[config.mk]
export PLATFORM = sky130hd
export DESIGN_NAME = paged_upload_frame_checker_unit_flat
export DESIGN_NICKNAME = d
export VERILOG_FILES = /design/src/design/puf_pkg.sv /design/src/design/puf_if.sv /design/src/design/paged_upload_frame_checker_unit.sv /design/src/flat_wrapper.sv
export SDC_FILE = /design/constraint.sdc
export NUM_CORES = 1
export LEC_CHECK = 0
export BUFFER_PORTS_ARGS = -buffer_cell sky130_fd_sc_hd__buf_2
export CORE_ASPECT_RATIO = 0.7
export CORE_MARGIN = 2
export CORE_UTILIZATION = 57
export CTS_CLUSTER_DIAMETER = 200
export DETAILED_ROUTE_END_ITERATION = 8
export GPL_TIMING_DRIVEN = 0
export PLACE_DENSITY = 0.76
export SLEW_MARGIN = 10
export SYNTH_ARGS = -nofsm -noshare
export SYNTH_HDL_FRONTEND = slang
export SYNTH_SLANG_ARGS = --single-unit
[constraint.sdc]
create_clock -name clk -period 7 [get_ports clk]
set_clock_uncertainty 0.1 [all_clocks]
set_input_delay 1.4 -clock clk [delete_from_list [all_inputs] [get_ports clk]]
set_output_delay 1.4 -clock clk [all_outputs]
set_load 0.005 [all_outputs]
[src/design/puf_pkg.sv]
package puf_pkg;

    // Memory image and page geometry
    localparam int MEM_SIZE   = 32768;
    localparam int PAGE_SIZE  = 64;
    localparam int PAGE_SHIFT = $clog2(PAGE_SIZE);

    // Field widths
    localparam int ACTION_W    = 2;
    localparam int ADDR_W      = 16;
    localparam int PLEN_W      = 8;
    localparam int CRC_W       = 32;
    localparam int BYTE_W      = 8;
    localparam int STATUS_W    = 4;
    localparam int COUNT_W     = 16;
    localparam int START_W     = 15;
    localparam int LEN_W       = 16;
    localparam int PCNT_W      = $clog2(PAGE_SIZE + 1);
    localparam int SUM_W       = 17;
    localparam int CFG_INDEX_W = 2;
    localparam int CFG_DATA_W  = 32;

    // Result queue geometry
    localparam int QUEUE_DEPTH = 4;
    localparam int QPTR_W      = $clog2(QUEUE_DEPTH);
    localparam int QCNT_W      = $clog2(QUEUE_DEPTH + 1);

    // CRC-32, reflected form
    localparam logic [CRC_W-1:0] CRC_POLY = 32'hEDB8_8320;
    localparam logic [CRC_W-1:0] CRC_ONES = 32'hFFFF_FFFF;

    typedef enum logic [ACTION_W-1:0] {
        ACT_START  = 2'd0,
        ACT_HEADER = 2'd1,
        ACT_DATA   = 2'd2
    } action_t;

    typedef enum logic [1:0] {
        PH_IDLE   = 2'd0,
        PH_HEADER = 2'd1,
        PH_DATA   = 2'd2
    } phase_t;

    typedef enum logic [CFG_INDEX_W-1:0] {
        REG_START_ADDRESS = 2'd0,
        REG_TOTAL_LENGTH  = 2'd1,
        REG_EXPECTED_CRC  = 2'd2
    } cfg_reg_t;

    typedef enum logic [STATUS_W-1:0] {
        ST_READY      = 4'd0,
        ST_SEND       = 4'd1,
        ST_PAGE_ACK   = 4'd2,
        ST_DONE       = 4'd3,
        ST_BAD_RANGE  = 4'd4,
        ST_BAD_FRAME  = 4'd5,
        ST_PAGE_CRC   = 4'd6,
        ST_TOTAL_CRC  = 4'd7,
        ST_UNEXPECTED = 4'd8
    } status_t;

    typedef struct packed {
        status_t              status;
        logic [COUNT_W-1:0]   count;
        logic [CRC_W-1:0]     crc;
        logic                 last;
    } result_t;

    // Fold one byte into a running CRC-32, one bit per step
    function automatic logic [CRC_W-1:0] crc_byte(input logic [CRC_W-1:0] crc_in,
                                                 input logic [BYTE_W-1:0] data);
        logic [CRC_W-1:0] c;
        c = crc_in ^ {{(CRC_W-BYTE_W){1'b0}}, data};
        for (int b = 0; b < BYTE_W; b++)
        begin
            c = (c >> 1) ^ (c[0] ? CRC_POLY : '0);
        end
        return c;
    endfunction

endpackage

[src/design/puf_if.sv]
// Input channel: one beat per upload item
interface puf_item_if;
    logic                           valid;
    logic                           ready;
    logic [puf_pkg::ACTION_W-1:0]   action;
    logic [puf_pkg::ADDR_W-1:0]     page_address;
    logic [puf_pkg::PLEN_W-1:0]     page_length;
    logic [puf_pkg::CRC_W-1:0]      page_crc;
    logic [puf_pkg::BYTE_W-1:0]     data_byte;

    modport source (output valid, action, page_address, page_length, page_crc, data_byte,
                    input ready);
    modport sink (input valid, action, page_address, page_length, page_crc, data_byte,
                  output ready);
endinterface

// Output channel: one beat per result
interface puf_result_if;
    logic                           valid;
    logic                           ready;
    logic [puf_pkg::STATUS_W-1:0]   status;
    logic [puf_pkg::COUNT_W-1:0]    received_count;
    logic [puf_pkg::CRC_W-1:0]      crc_value;
    logic                           last_of_run;

    modport source (output valid, status, received_count, crc_value, last_of_run,
                    input ready);
    modport sink (input valid, status, received_count, crc_value, last_of_run,
                  output ready);
endinterface

[src/design/paged_upload_frame_checker_unit.sv]
// Channel   Dir  Beat contents
// item      in   action, page_address, page_length, page_crc, data_byte
// result    out  status, received_count, crc_value, last_of_run
// cfg_*     in   register write: index, data (no handshake)
//
// Each item is checked in the cycle it is accepted; one item per cycle while item.ready is high.
// Results queue in a four-entry register FIFO; an item that ends an upload
// pushes two results, so item.ready drops when fewer than two slots are free.
// rst_n clears phase, counters, CRC state, registers and the result FIFO.
// A stalled result side fills the FIFO and then holds off input beats.
module paged_upload_frame_checker_unit (
    input  logic                               clk,
    input  logic                               rst_n,
    input  logic                               cfg_write,
    input  logic [puf_pkg::CFG_INDEX_W-1:0]    cfg_index,
    input  logic [puf_pkg::CFG_DATA_W-1:0]     cfg_data,
    puf_item_if.sink                           item,
    puf_result_if.source                       result
);
    import puf_pkg::*;

    // Configuration registers
    logic [START_W-1:0]  start_address_reg;
    logic [LEN_W-1:0]    total_length_reg;
    logic [CRC_W-1:0]    expected_crc_reg;

    // Upload state
    phase_t              phase_reg, phase_next;
    logic [COUNT_W-1:0]  received_reg, received_next;
    logic [CRC_W-1:0]    total_crc_reg, total_crc_next;
    logic [CRC_W-1:0]    page_crc_reg, page_crc_next;
    logic [PCNT_W-1:0]   bytes_left_reg, bytes_left_next;
    logic [CRC_W-1:0]    page_expected_reg, page_expected_next;
    logic [PCNT_W-1:0]   page_len_reg, page_len_next;

    // Result FIFO
    result_t             queue_reg [QUEUE_DEPTH];
    logic [QPTR_W-1:0]   wr_ptr_reg, rd_ptr_reg;
    logic [QCNT_W-1:0]   count_reg;
    logic [1:0]          push_cnt;
    result_t             res0, res1;
    logic                accept, pop;

    // Item decode helpers
    logic [SUM_W-1:0]    range_end;
    logic                range_bad;
    logic [LEN_W-1:0]    len_left;
    logic [SUM_W-1:0]    expected_addr;
    logic [SUM_W-1:0]    page_end;
    logic                header_bad;
    logic [CRC_W-1:0]    page_crc_upd, total_crc_upd;
    logic [CRC_W-1:0]    page_final, total_final;
    logic [COUNT_W-1:0]  received_sum;

    assign accept = item.valid && item.ready;
    assign pop    = result.valid && result.ready;

    // Hold off input unless two result slots are free
    assign item.ready = (count_reg <= QCNT_W'(QUEUE_DEPTH - 2));

    // Configuration writes
    always_ff @(posedge clk or negedge rst_n)
    begin
        if (!rst_n)
        begin
            start_address_reg <= '0;
            total_length_reg  <= '0;
            expected_crc_reg  <= '0;
        end
        else if (cfg_write)
        begin
            unique case (cfg_reg_t'(cfg_index))
                REG_START_ADDRESS: start_address_reg <= cfg_data[START_W-1:0];
                REG_TOTAL_LENGTH:  total_length_reg  <= cfg_data[LEN_W-1:0];
                REG_EXPECTED_CRC:  expected_crc_reg  <= cfg_data[CRC_W-1:0];
                default:           ;
            endcase
        end
    end

    // Range, frame and CRC terms
    always_comb
    begin
        range_end = {2'b00, start_address_reg} + {1'b0, total_length_reg};
        range_bad = (total_length_reg == '0)
                    || ({2'b00, start_address_reg} >= SUM_W'(MEM_SIZE))
                    || (range_end > SUM_W'(MEM_SIZE));

        len_left      = (total_length_reg > received_reg) ? (total_length_reg - received_reg)
                                                          : '0;
        expected_addr = {2'b00, start_address_reg} + {1'b0, received_reg};
        page_end      = {1'b0, item.page_address}
                        + {{(SUM_W-PLEN_W){1'b0}}, item.page_length} - SUM_W'(1);
        header_bad    = ({1'b0, item.page_address} != expected_addr)
                        || (item.page_length == '0)
                        || (item.page_length > PLEN_W'(PAGE_SIZE))
                        || ({{(LEN_W-PLEN_W){1'b0}}, item.page_length} > len_left)
                        || (({1'b0, item.page_address} >> PAGE_SHIFT)
                            != (page_end >> PAGE_SHIFT));

        page_crc_upd  = crc_byte(page_crc_reg, item.data_byte);
        total_crc_upd = crc_byte(total_crc_reg, item.data_byte);
        page_final    = ~page_crc_upd;
        total_final   = ~total_crc_upd;
        received_sum  = received_reg + {{(COUNT_W-PCNT_W){1'b0}}, page_len_reg};
    end

    // Next state and results for the accepted beat
    always_comb
    begin
        phase_next         = phase_reg;
        received_next      = received_reg;
        total_crc_next     = total_crc_reg;
        page_crc_next      = page_crc_reg;
        bytes_left_next    = bytes_left_reg;
        page_expected_next = page_expected_reg;
        page_len_next      = page_len_reg;
        push_cnt           = 2'd0;
        res0               = '{status: ST_UNEXPECTED, count: received_reg, crc: '0, last: 1'b1};
        res1               = '{status: ST_DONE, count: received_reg, crc: '0, last: 1'b1};

        if (accept)
        begin
            push_cnt = 2'd1;
            unique case (action_t'(item.action))
                ACT_START:
                begin
                    if (range_bad)
                    begin
                        phase_next  = PH_IDLE;
                        res0.status = ST_BAD_RANGE;
                    end
                    else
                    begin
                        phase_next      = PH_HEADER;
                        received_next   = '0;
                        total_crc_next  = CRC_ONES;
                        page_crc_next   = CRC_ONES;
                        bytes_left_next = '0;
                        page_len_next   = '0;
                        res0.status     = ST_READY;
                        res0.count      = '0;
                    end
                end
                ACT_HEADER:
                begin
                    if (phase_reg != PH_HEADER)
                    begin
                        phase_next = PH_IDLE;
                    end
                    else if (header_bad)
                    begin
                        phase_next  = PH_IDLE;
                        res0.status = ST_BAD_FRAME;
                    end
                    else
                    begin
                        phase_next         = PH_DATA;
                        page_len_next      = item.page_length[PCNT_W-1:0];
                        bytes_left_next    = item.page_length[PCNT_W-1:0];
                        page_expected_next = item.page_crc;
                        page_crc_next      = CRC_ONES;
                        res0.status        = ST_SEND;
                    end
                end
                ACT_DATA:
                begin
                    if (phase_reg != PH_DATA)
                    begin
                        phase_next = PH_IDLE;
                    end
                    else
                    begin
                        page_crc_next  = page_crc_upd;
                        total_crc_next = total_crc_upd;
                        if (bytes_left_reg > PCNT_W'(1))
                        begin
                            // Mid-page byte: no result
                            bytes_left_next = bytes_left_reg - PCNT_W'(1);
                            push_cnt        = 2'd0;
                        end
                        else
                        begin
                            bytes_left_next = '0;
                            res0.crc        = page_final;
                            if (page_final != page_expected_reg)
                            begin
                                phase_next  = PH_IDLE;
                                res0.status = ST_PAGE_CRC;
                            end
                            else
                            begin
                                received_next = received_sum;
                                res0.status   = ST_PAGE_ACK;
                                res0.count    = received_sum;
                                if (received_sum < total_length_reg)
                                begin
                                    phase_next = PH_HEADER;
                                end
                                else
                                begin
                                    // Upload complete: ack, then total check
                                    phase_next  = PH_IDLE;
                                    push_cnt    = 2'd2;
                                    res0.last   = 1'b0;
                                    res1.status = (total_final == expected_crc_reg)
                                                  ? ST_DONE : ST_TOTAL_CRC;
                                    res1.count  = received_sum;
                                    res1.crc    = total_final;
                                end
                            end
                        end
                    end
                end
                default:
                begin
                    phase_next = PH_IDLE;
                end
            endcase
        end
    end

    // Upload state registers
    always_ff @(posedge clk or negedge rst_n)
    begin
        if (!rst_n)
        begin
            phase_reg         <= PH_IDLE;
            received_reg      <= '0;
            total_crc_reg     <= CRC_ONES;
            page_crc_reg      <= CRC_ONES;
            bytes_left_reg    <= '0;
            page_expected_reg <= '0;
            page_len_reg      <= '0;
        end
        else
        begin
            phase_reg         <= phase_next;
            received_reg      <= received_next;
            total_crc_reg     <= total_crc_next;
            page_crc_reg      <= page_crc_next;
            bytes_left_reg    <= bytes_left_next;
            page_expected_reg <= page_expected_next;
            page_len_reg      <= page_len_next;
        end
    end

    // Push results into the FIFO
    always_ff @(posedge clk)
    begin
        if (push_cnt != 2'd0)
        begin
            queue_reg[wr_ptr_reg] <= res0;
        end
        if (push_cnt == 2'd2)
        begin
            queue_reg[wr_ptr_reg + QPTR_W'(1)] <= res1;
        end
    end

    // Advance FIFO pointers and fill level
    always_ff @(posedge clk or negedge rst_n)
    begin
        if (!rst_n)
        begin
            wr_ptr_reg <= '0;
            rd_ptr_reg <= '0;
            count_reg  <= '0;
        end
        else
        begin
            wr_ptr_reg <= wr_ptr_reg + QPTR_W'(push_cnt);
            rd_ptr_reg <= rd_ptr_reg + QPTR_W'(pop);
            count_reg  <= count_reg + QCNT_W'(push_cnt) - QCNT_W'(pop);
        end
    end

    // Drive the head of the FIFO
    assign result.valid          = (count_reg != '0);
    assign result.status         = queue_reg[rd_ptr_reg].status;
    assign result.received_count = queue_reg[rd_ptr_reg].count;
    assign result.crc_value      = queue_reg[rd_ptr_reg].crc;
    assign result.last_of_run    = queue_reg[rd_ptr_reg].last;

endmodule

[src/flat_wrapper.sv]
// flat-port wrapper written by rule: the top's interface ports become plain ports
module paged_upload_frame_checker_unit_flat import puf_pkg::*;
  (clk, rst_n, cfg_write, cfg_index, cfg_data, item_valid, item_action, item_page_address, item_page_length, item_page_crc, item_data_byte, item_ready, result_valid, result_status, result_received_count, result_crc_value, result_last_of_run, result_ready);
  puf_item_if item_i ();
  puf_result_if result_i ();
  input  logic clk;
  input  logic rst_n;
  input  logic cfg_write;
  input  logic [puf_pkg::CFG_INDEX_W-1:0] cfg_index;
  input  logic [puf_pkg::CFG_DATA_W-1:0] cfg_data;
  input wire logic [$bits(item_i.valid)-1:0] item_valid;
  input wire logic [$bits(item_i.action)-1:0] item_action;
  input wire logic [$bits(item_i.page_address)-1:0] item_page_address;
  input wire logic [$bits(item_i.page_length)-1:0] item_page_length;
  input wire logic [$bits(item_i.page_crc)-1:0] item_page_crc;
  input wire logic [$bits(item_i.data_byte)-1:0] item_data_byte;
  output wire logic [$bits(item_i.ready)-1:0] item_ready;
  output wire logic [$bits(result_i.valid)-1:0] result_valid;
  output wire logic [$bits(result_i.status)-1:0] result_status;
  output wire logic [$bits(result_i.received_count)-1:0] result_received_count;
  output wire logic [$bits(result_i.crc_value)-1:0] result_crc_value;
  output wire logic [$bits(result_i.last_of_run)-1:0] result_last_of_run;
  input wire logic [$bits(result_i.ready)-1:0] result_ready;
  assign item_i.valid = item_valid;
  assign item_i.action = item_action;
  assign item_i.page_address = item_page_address;
  assign item_i.page_length = item_page_length;
  assign item_i.page_crc = item_page_crc;
  assign item_i.data_byte = item_data_byte;
  assign item_ready = item_i.ready;
  assign result_valid = result_i.valid;
  assign result_status = result_i.status;
  assign result_received_count = result_i.received_count;
  assign result_crc_value = result_i.crc_value;
  assign result_last_of_run = result_i.last_of_run;
  assign result_i.ready = result_ready;
  paged_upload_frame_checker_unit u_core (.clk(clk), .rst_n(rst_n), .cfg_write(cfg_write), .cfg_index(cfg_index), .cfg_data(cfg_data), .item(item_i), .result(result_i));
endmodule
# Word-level counts from Yosys, hierarchy flattened
# Memory sizes are Yosys's and may differ from the RTL's.
# Index checks and enable logic that the tools add are counted.
[totals]
latch_bits = 0
memories = 1
inputBits = 105
wordCells = 170
rom_bits = 0
ram_bits = 212
register_bits = 198
[mem_list]
columns = ["name", "depth", "width", "rd", "rd_ports_with_merged_regs", "wr", "line", "source"]
rows = [
  ["u_core.queue_reg", 4, 53, 1, 0, 2, "paged_upload_frame_checker_unit.sv:37", "result_t queue_reg [QUEUE_DEPTH];"],
]
[op_classes]
magnitude_cmp = 7
bitwise_logic = 22
muxes = 73
n_reduce_logical = 25
n_addsub = 12
n_div = 0
multipliers = 0
shifts = 0
eq_ne = 17
[op_table]
columns = ["operator", "count"]
rows = [
  ["two-way mux 32 bit", 21],
  ["XOR 31 x 32 -> 32 bit", 16],
  ["two-way mux 52 bit", 6],
  ["two-way mux 53 bit", 3],
  ["case mux 32 bit (3 select lines)", 1],
  ["two-way mux 16 bit", 5],
  ["NOT 32 bit", 2],
  ["case mux 16 bit (2 select lines)", 2],
  ["case mux 32 bit (2 select lines)", 1],
  ["XOR 32 x 8 -> 32 bit", 2],
  ["two-way mux 7 bit", 5],
  ["adder 15 x 16 -> 17 bit", 2],
  ["two-way mux 33 bit", 1],
  ["equality test 32 bit", 1],
  ["!= test 32 bit", 1],
  ["case mux 7 bit (3 select lines)", 1],
  ["two-way mux 2 bit", 10],
  ["adder 16 x 8 -> 17 bit", 1],
  ["> comparator 17 x 16 -> 1 bit, second input constant", 1],
  ["!= test 16 x 17 -> 1 bit", 1],
  ["subtractor 17 x 1 -> 17 bit, second input constant", 1],
  ["adder 16 x 7 -> 16 bit", 1],
  ["> comparator 16 bit", 1],
  ["> comparator 8 x 16 -> 1 bit", 1],
  ["other kinds (35)", 69],
]

# Logic depth before layout (Yosys ltp)
[depth]
ltp_word = 27
mapped_depth = 23

# Least setup slack after synthesis
# OpenSTA, ideal clock, no wires.
[synth_path]
path_type = "input port to flip-flop"
from = "input port item_data_byte[3]"
to = "memory u_core.queue_reg[0][10] (netlist name), enable pin"
t_required_ns = 6.492
cell_stages = 11
slack_ns = 1.127
t_arrival_ns = 5.365
cell_sequence = "xnor2_2 > xnor3_1 > xnor2_1 > nand2_1 > or4_4 > nor4_4 > nand2_2 > or4_1 > buf_2 > buf_2 > nand2_1"
[synth_rtl]
columns = ["element", "line", "source"]
rows = [
  ["from (decl)", "flat_wrapper.sv:16", "input wire logic [$bits(item_i.data_byte)-1:0] item_data_byte;"],
  ["to (decl)", "paged_upload_frame_checker_unit.sv:37", ""],
]

# Worst setup path after layout
[layout_path]
from = "register u_core.received_reg[0]"
to = "register u_core.bytes_left_reg[2]"
[layout_between]
elab_chain_len = 8
word_cells_on_any_way = 12
[layout_rtl]
columns = ["element", "line", "source"]
rows = [
  ["from (decl)", "paged_upload_frame_checker_unit.sv:29", "logic [COUNT_W-1:0] received_reg, received_next;"],
  ["from (signal assigned)", "paged_upload_frame_checker_unit.sv:239", "received_reg <= received_next;"],
  ["parallel branches: the longest is 4 deep, another holds subtractor 16 bit", "-", ""],
  ["logical OR 1 bit (*)", "paged_upload_frame_checker_unit.sv:97", "|| ({{(LEN_W-PLEN_W){1'b0}}, item.page_length} > len_left)"],
  ["logical OR 1 bit (*)", "paged_upload_frame_checker_unit.sv:98", "|| (({1'b0, item.page_address} >> PAGE_SHIFT)"],
  ["!= test 2 bit (no line) (*)", "-", ""],
  ["AND reduction 6 bit (no line) (*)", "-", ""],
  ["to (signal assigned)", "paged_upload_frame_checker_unit.sv:242", "bytes_left_reg <= bytes_left_next;"],
  ["to (decl)", "paged_upload_frame_checker_unit.sv:32", "logic [PCNT_W-1:0] bytes_left_reg, bytes_left_next;"],
]
# Mark *: on every way between the ends.
# A chain may end at the register's enable or synchronous reset.

==> results.tsv <==
metric	value	unit
vias in the first global route	19610	
vias	20380	
drt pass-1 iters	6	
H-Tree Depth	2	
Synth Net Count	2492	
gr busiest metal	met1	
hold_buf cts	0	
antenna viol nets, final	0	
io pins	160	
initial antenna violation count	3	
Clock transition at path regs	0.07	ns
Netlist Area Pre-Place	25200	µm²
Slew Limit Headroom	0.2070	
status	finished, final reports clean	
f_max	150.3	MHz
setup ws final	0.3468	ns
CTS buffer count	40	
crit path time final	6.653	ns
clk buf depth	3	
EDFF count, synth	196	
synth unique cells	85	
Num Clock Sinks	410	
Area Overhead vs Synth	12.28	%
Mean Syn Cell Area	11.08	µm²
cell at the root of the clock tree	clkbuf_16	
Finished Cell Area	28290	µm²
RR Startpoint	u_core.received_reg[0]	
Setup crit start kind	register	
CP arrival	6.95	ns
GRT met3 Usage	0.1385	
max reg flops	212	
global route overflow	0	
placed inst area	26830	µm²
Die Span Y	179.9	µm
Remaining DRCs	0	
min-delay src	u_core.queue_reg[2][0]	
register bit total from synthesis	410	
unrepaired setup endpoints after global routing	no	
critical path class	reg -> reg	
final WL	80720	µm
starting density of the core	0.5774	
CP required	7.30	ns
CP Max Fanout	10	
total core area	43640	µm²
maxcap violations	0	
pwr dens	462.6	nW/µm²
row cnt	64	
leading register cell type out of synthesis	edfxtp_1	
Final nets	2695	
Final setup viols	0	
critical path launch point	u_core.received_reg[0]	
largest net degree at the start of global routing	103	
most frequent cells in the layout	edfxtp_1 (196), xnor2_1 (189), buf_2 (167)	
pins over their slew limit	0	
most common cell after layout, fill and taps aside	edfxtp_1	
Die X	255.3	µm
Initial DRC Count	2436	
met1 usage in global routing	0.5084	
period utilization	0.9505	
sequential share of the synthesized area	0.4461	
DR WL/cell	25.99	µm
worst min path class	reg -> reg	
CTS tree	built	
Post-CTS Setup Repair Bufs	0	
# port buffers	159	
vias per cell	6.561	
Yosys warnings	0	
share of cells above drive strength 1	0.1973	
detailed placement HPWL	61230	µm
Die ar.	45930	µm²
Worst-Margin Slew	1.187	ns
Hold Vio Cnt, Final	0	
Leak Pwr	11.55	nW
GRT Util Overall	0.3478	
Place WS	0.06608	ns
Placer Congestion	0.9908	
Peak VDD IR	0.3137	mV
Crit. End Element	register	
Worst-Skew Late Latency	0.58	ns
first-pass GRT wire length	121300	µm
GRT met2 Usage	0.4830	
cells after synthesis	2274	
Async SR Flop Fraction	0.4829	
-- final cells by class --
type,instances,area [µm²]
diodes,3,7.507
plain buffers,117,460.4
clock buffers,48,1071
clock inverters,26,364.1
fillers,3392,15350
inverters,143,536.8
multi-input cells,1604,13030
flip-flops and latches,410,11240
well taps,594,743.2
repair buffers,161,844.6
-- synthesized netlist by cell type (6+ instances only) --
cell / instances / share of area
dfstp_2: 64 / 0.067
ha_1: 108 / 0.054
a21o_1: 36 / 0.011
buf_2: 9 / 0.0018
edfxtp_1: 196 / 0.23
o211ai_1: 14 / 0.0042
xnor2_2: 9 / 0.0058
nand2b_1: 21 / 0.0052
dfxtp_1: 16 / 0.013
o31ai_1: 10 / 0.0030
xor2_1: 58 / 0.020
a41oi_1: 27 / 0.0094
inv_1: 143 / 0.021
nor4_1: 17 / 0.0042
o211a_1: 7 / 0.0028
xnor2_1: 190 / 0.066
and2_1: 11 / 0.0027
or2_2: 6 / 0.0015
clkbuf_1: 93 / 0.014
xnor3_1: 13 / 0.012
a22o_1: 57 / 0.020
a221oi_1: 6 / 0.0021
nor3_1: 23 / 0.0046
dfrtp_1: 134 / 0.13
and3_1: 21 / 0.0052
mux2_2: 102 / 0.046
nand3_1: 46 / 0.0091
nand4_1: 22 / 0.0055
mux4_2: 53 / 0.047
o21a_1: 17 / 0.0051
or4_1: 8 / 0.0024
nand2_1: 140 / 0.021
mux2i_1: 26 / 0.010
a211oi_1: 11 / 0.0033
nor2b_1: 8 / 0.0020
buf_1: 14 / 0.0021
a21oi_1: 99 / 0.020
or3_1: 8 / 0.0020
o22ai_1: 144 / 0.036
a31oi_1: 42 / 0.010
nor2_1: 98 / 0.015
o21ai_0: 56 / 0.011
-- final timing paths --
kind | slack [ns] | endpoint | cells after the start
worst min-delay path | 0.37 | u_core.queue_reg[2][0] | 1
worst min register to register | 0.37 | u_core.queue_reg[2][0] | 1
min in group asynchronous | 0.79 | u_core.rd_ptr_reg[0] | 1
worst max register to register | 0.35 | u_core.bytes_left_reg[2] | 19
worst max-delay path | 0.35 | u_core.bytes_left_reg[2] | 19
max in group asynchronous | 4.96 | u_core.page_crc_reg[2] | 2
-- critical path: stages (launching register included) --
cell and delay [ns]:
dfrtp_1 0.67, ha_1 0.24, inv_1 0.07, fa_1 0.41, a21o_1 0.20, a221oi_2 0.44, nor2_1 0.10, a2111oi_0 0.53
a21oi_2 0.27, nor2b_1 0.21, ha_1 0.28, nand2_1 0.06, o32ai_1 0.80, o2111a_1 0.26, nand4_1 0.23, o41ai_1 0.53
clkbuf_2 0.32, clkbuf_1 0.43, o211ai_1 0.16, o2bb2ai_1 0.16
-- per-layer routing --
metal | part of all wire | vias to the layer above
li1 | - | 8956
met1 | 0.42 | 9990
met2 | 0.41 | 1293
met3 | 0.15 | 136
met4 | 0.024 | 2
met5 | 0.00011 | -
-- per-stage QoR --
stage	hold slack, ns	power (mW)	TNS (ns)	cells	utilization
after global placement	0.3439	10.23	-141.09	3027	0.6127
after CTS	0.3738	12.79	0	3103	0.6476
after floorplan	0.3301	7.930	0	2274	-
final	0.3711	13.09	0	3106	0.6483
after detailed placement	0.3547	10.41	0	3029	0.6148
after global routing	0.3792	13.62	0	3103	0.6482
-- cell families (layout without fill, tap and decap cells) --
kind of cell	Yosys count	in the layout	synth area share
compound gates	581	581	0.1565
xor+xnor	276	276	0.1090
fa+ha+maj	113	113	0.05760
buf+inv	260	495	0.03947
flops	410	410	0.4461
mux	181	181	0.1033
other cells	0	3	0
simple gates	453	453	0.08813
-- power by group --
group	switching (mW)	internal, mW	total, mW
sequential	0.321	3.05	3.37
clock	1.01	1.37	2.38
combinational	4.78	2.55	7.34
total	6.12	6.97	13.1
-- timing repair --
action	in CTS	in global routing
endpoints found under the setup margin	0	74
resized for setup	0	7
endpoints found under the hold margin	0	0
(Power assumes the default switching activity.)
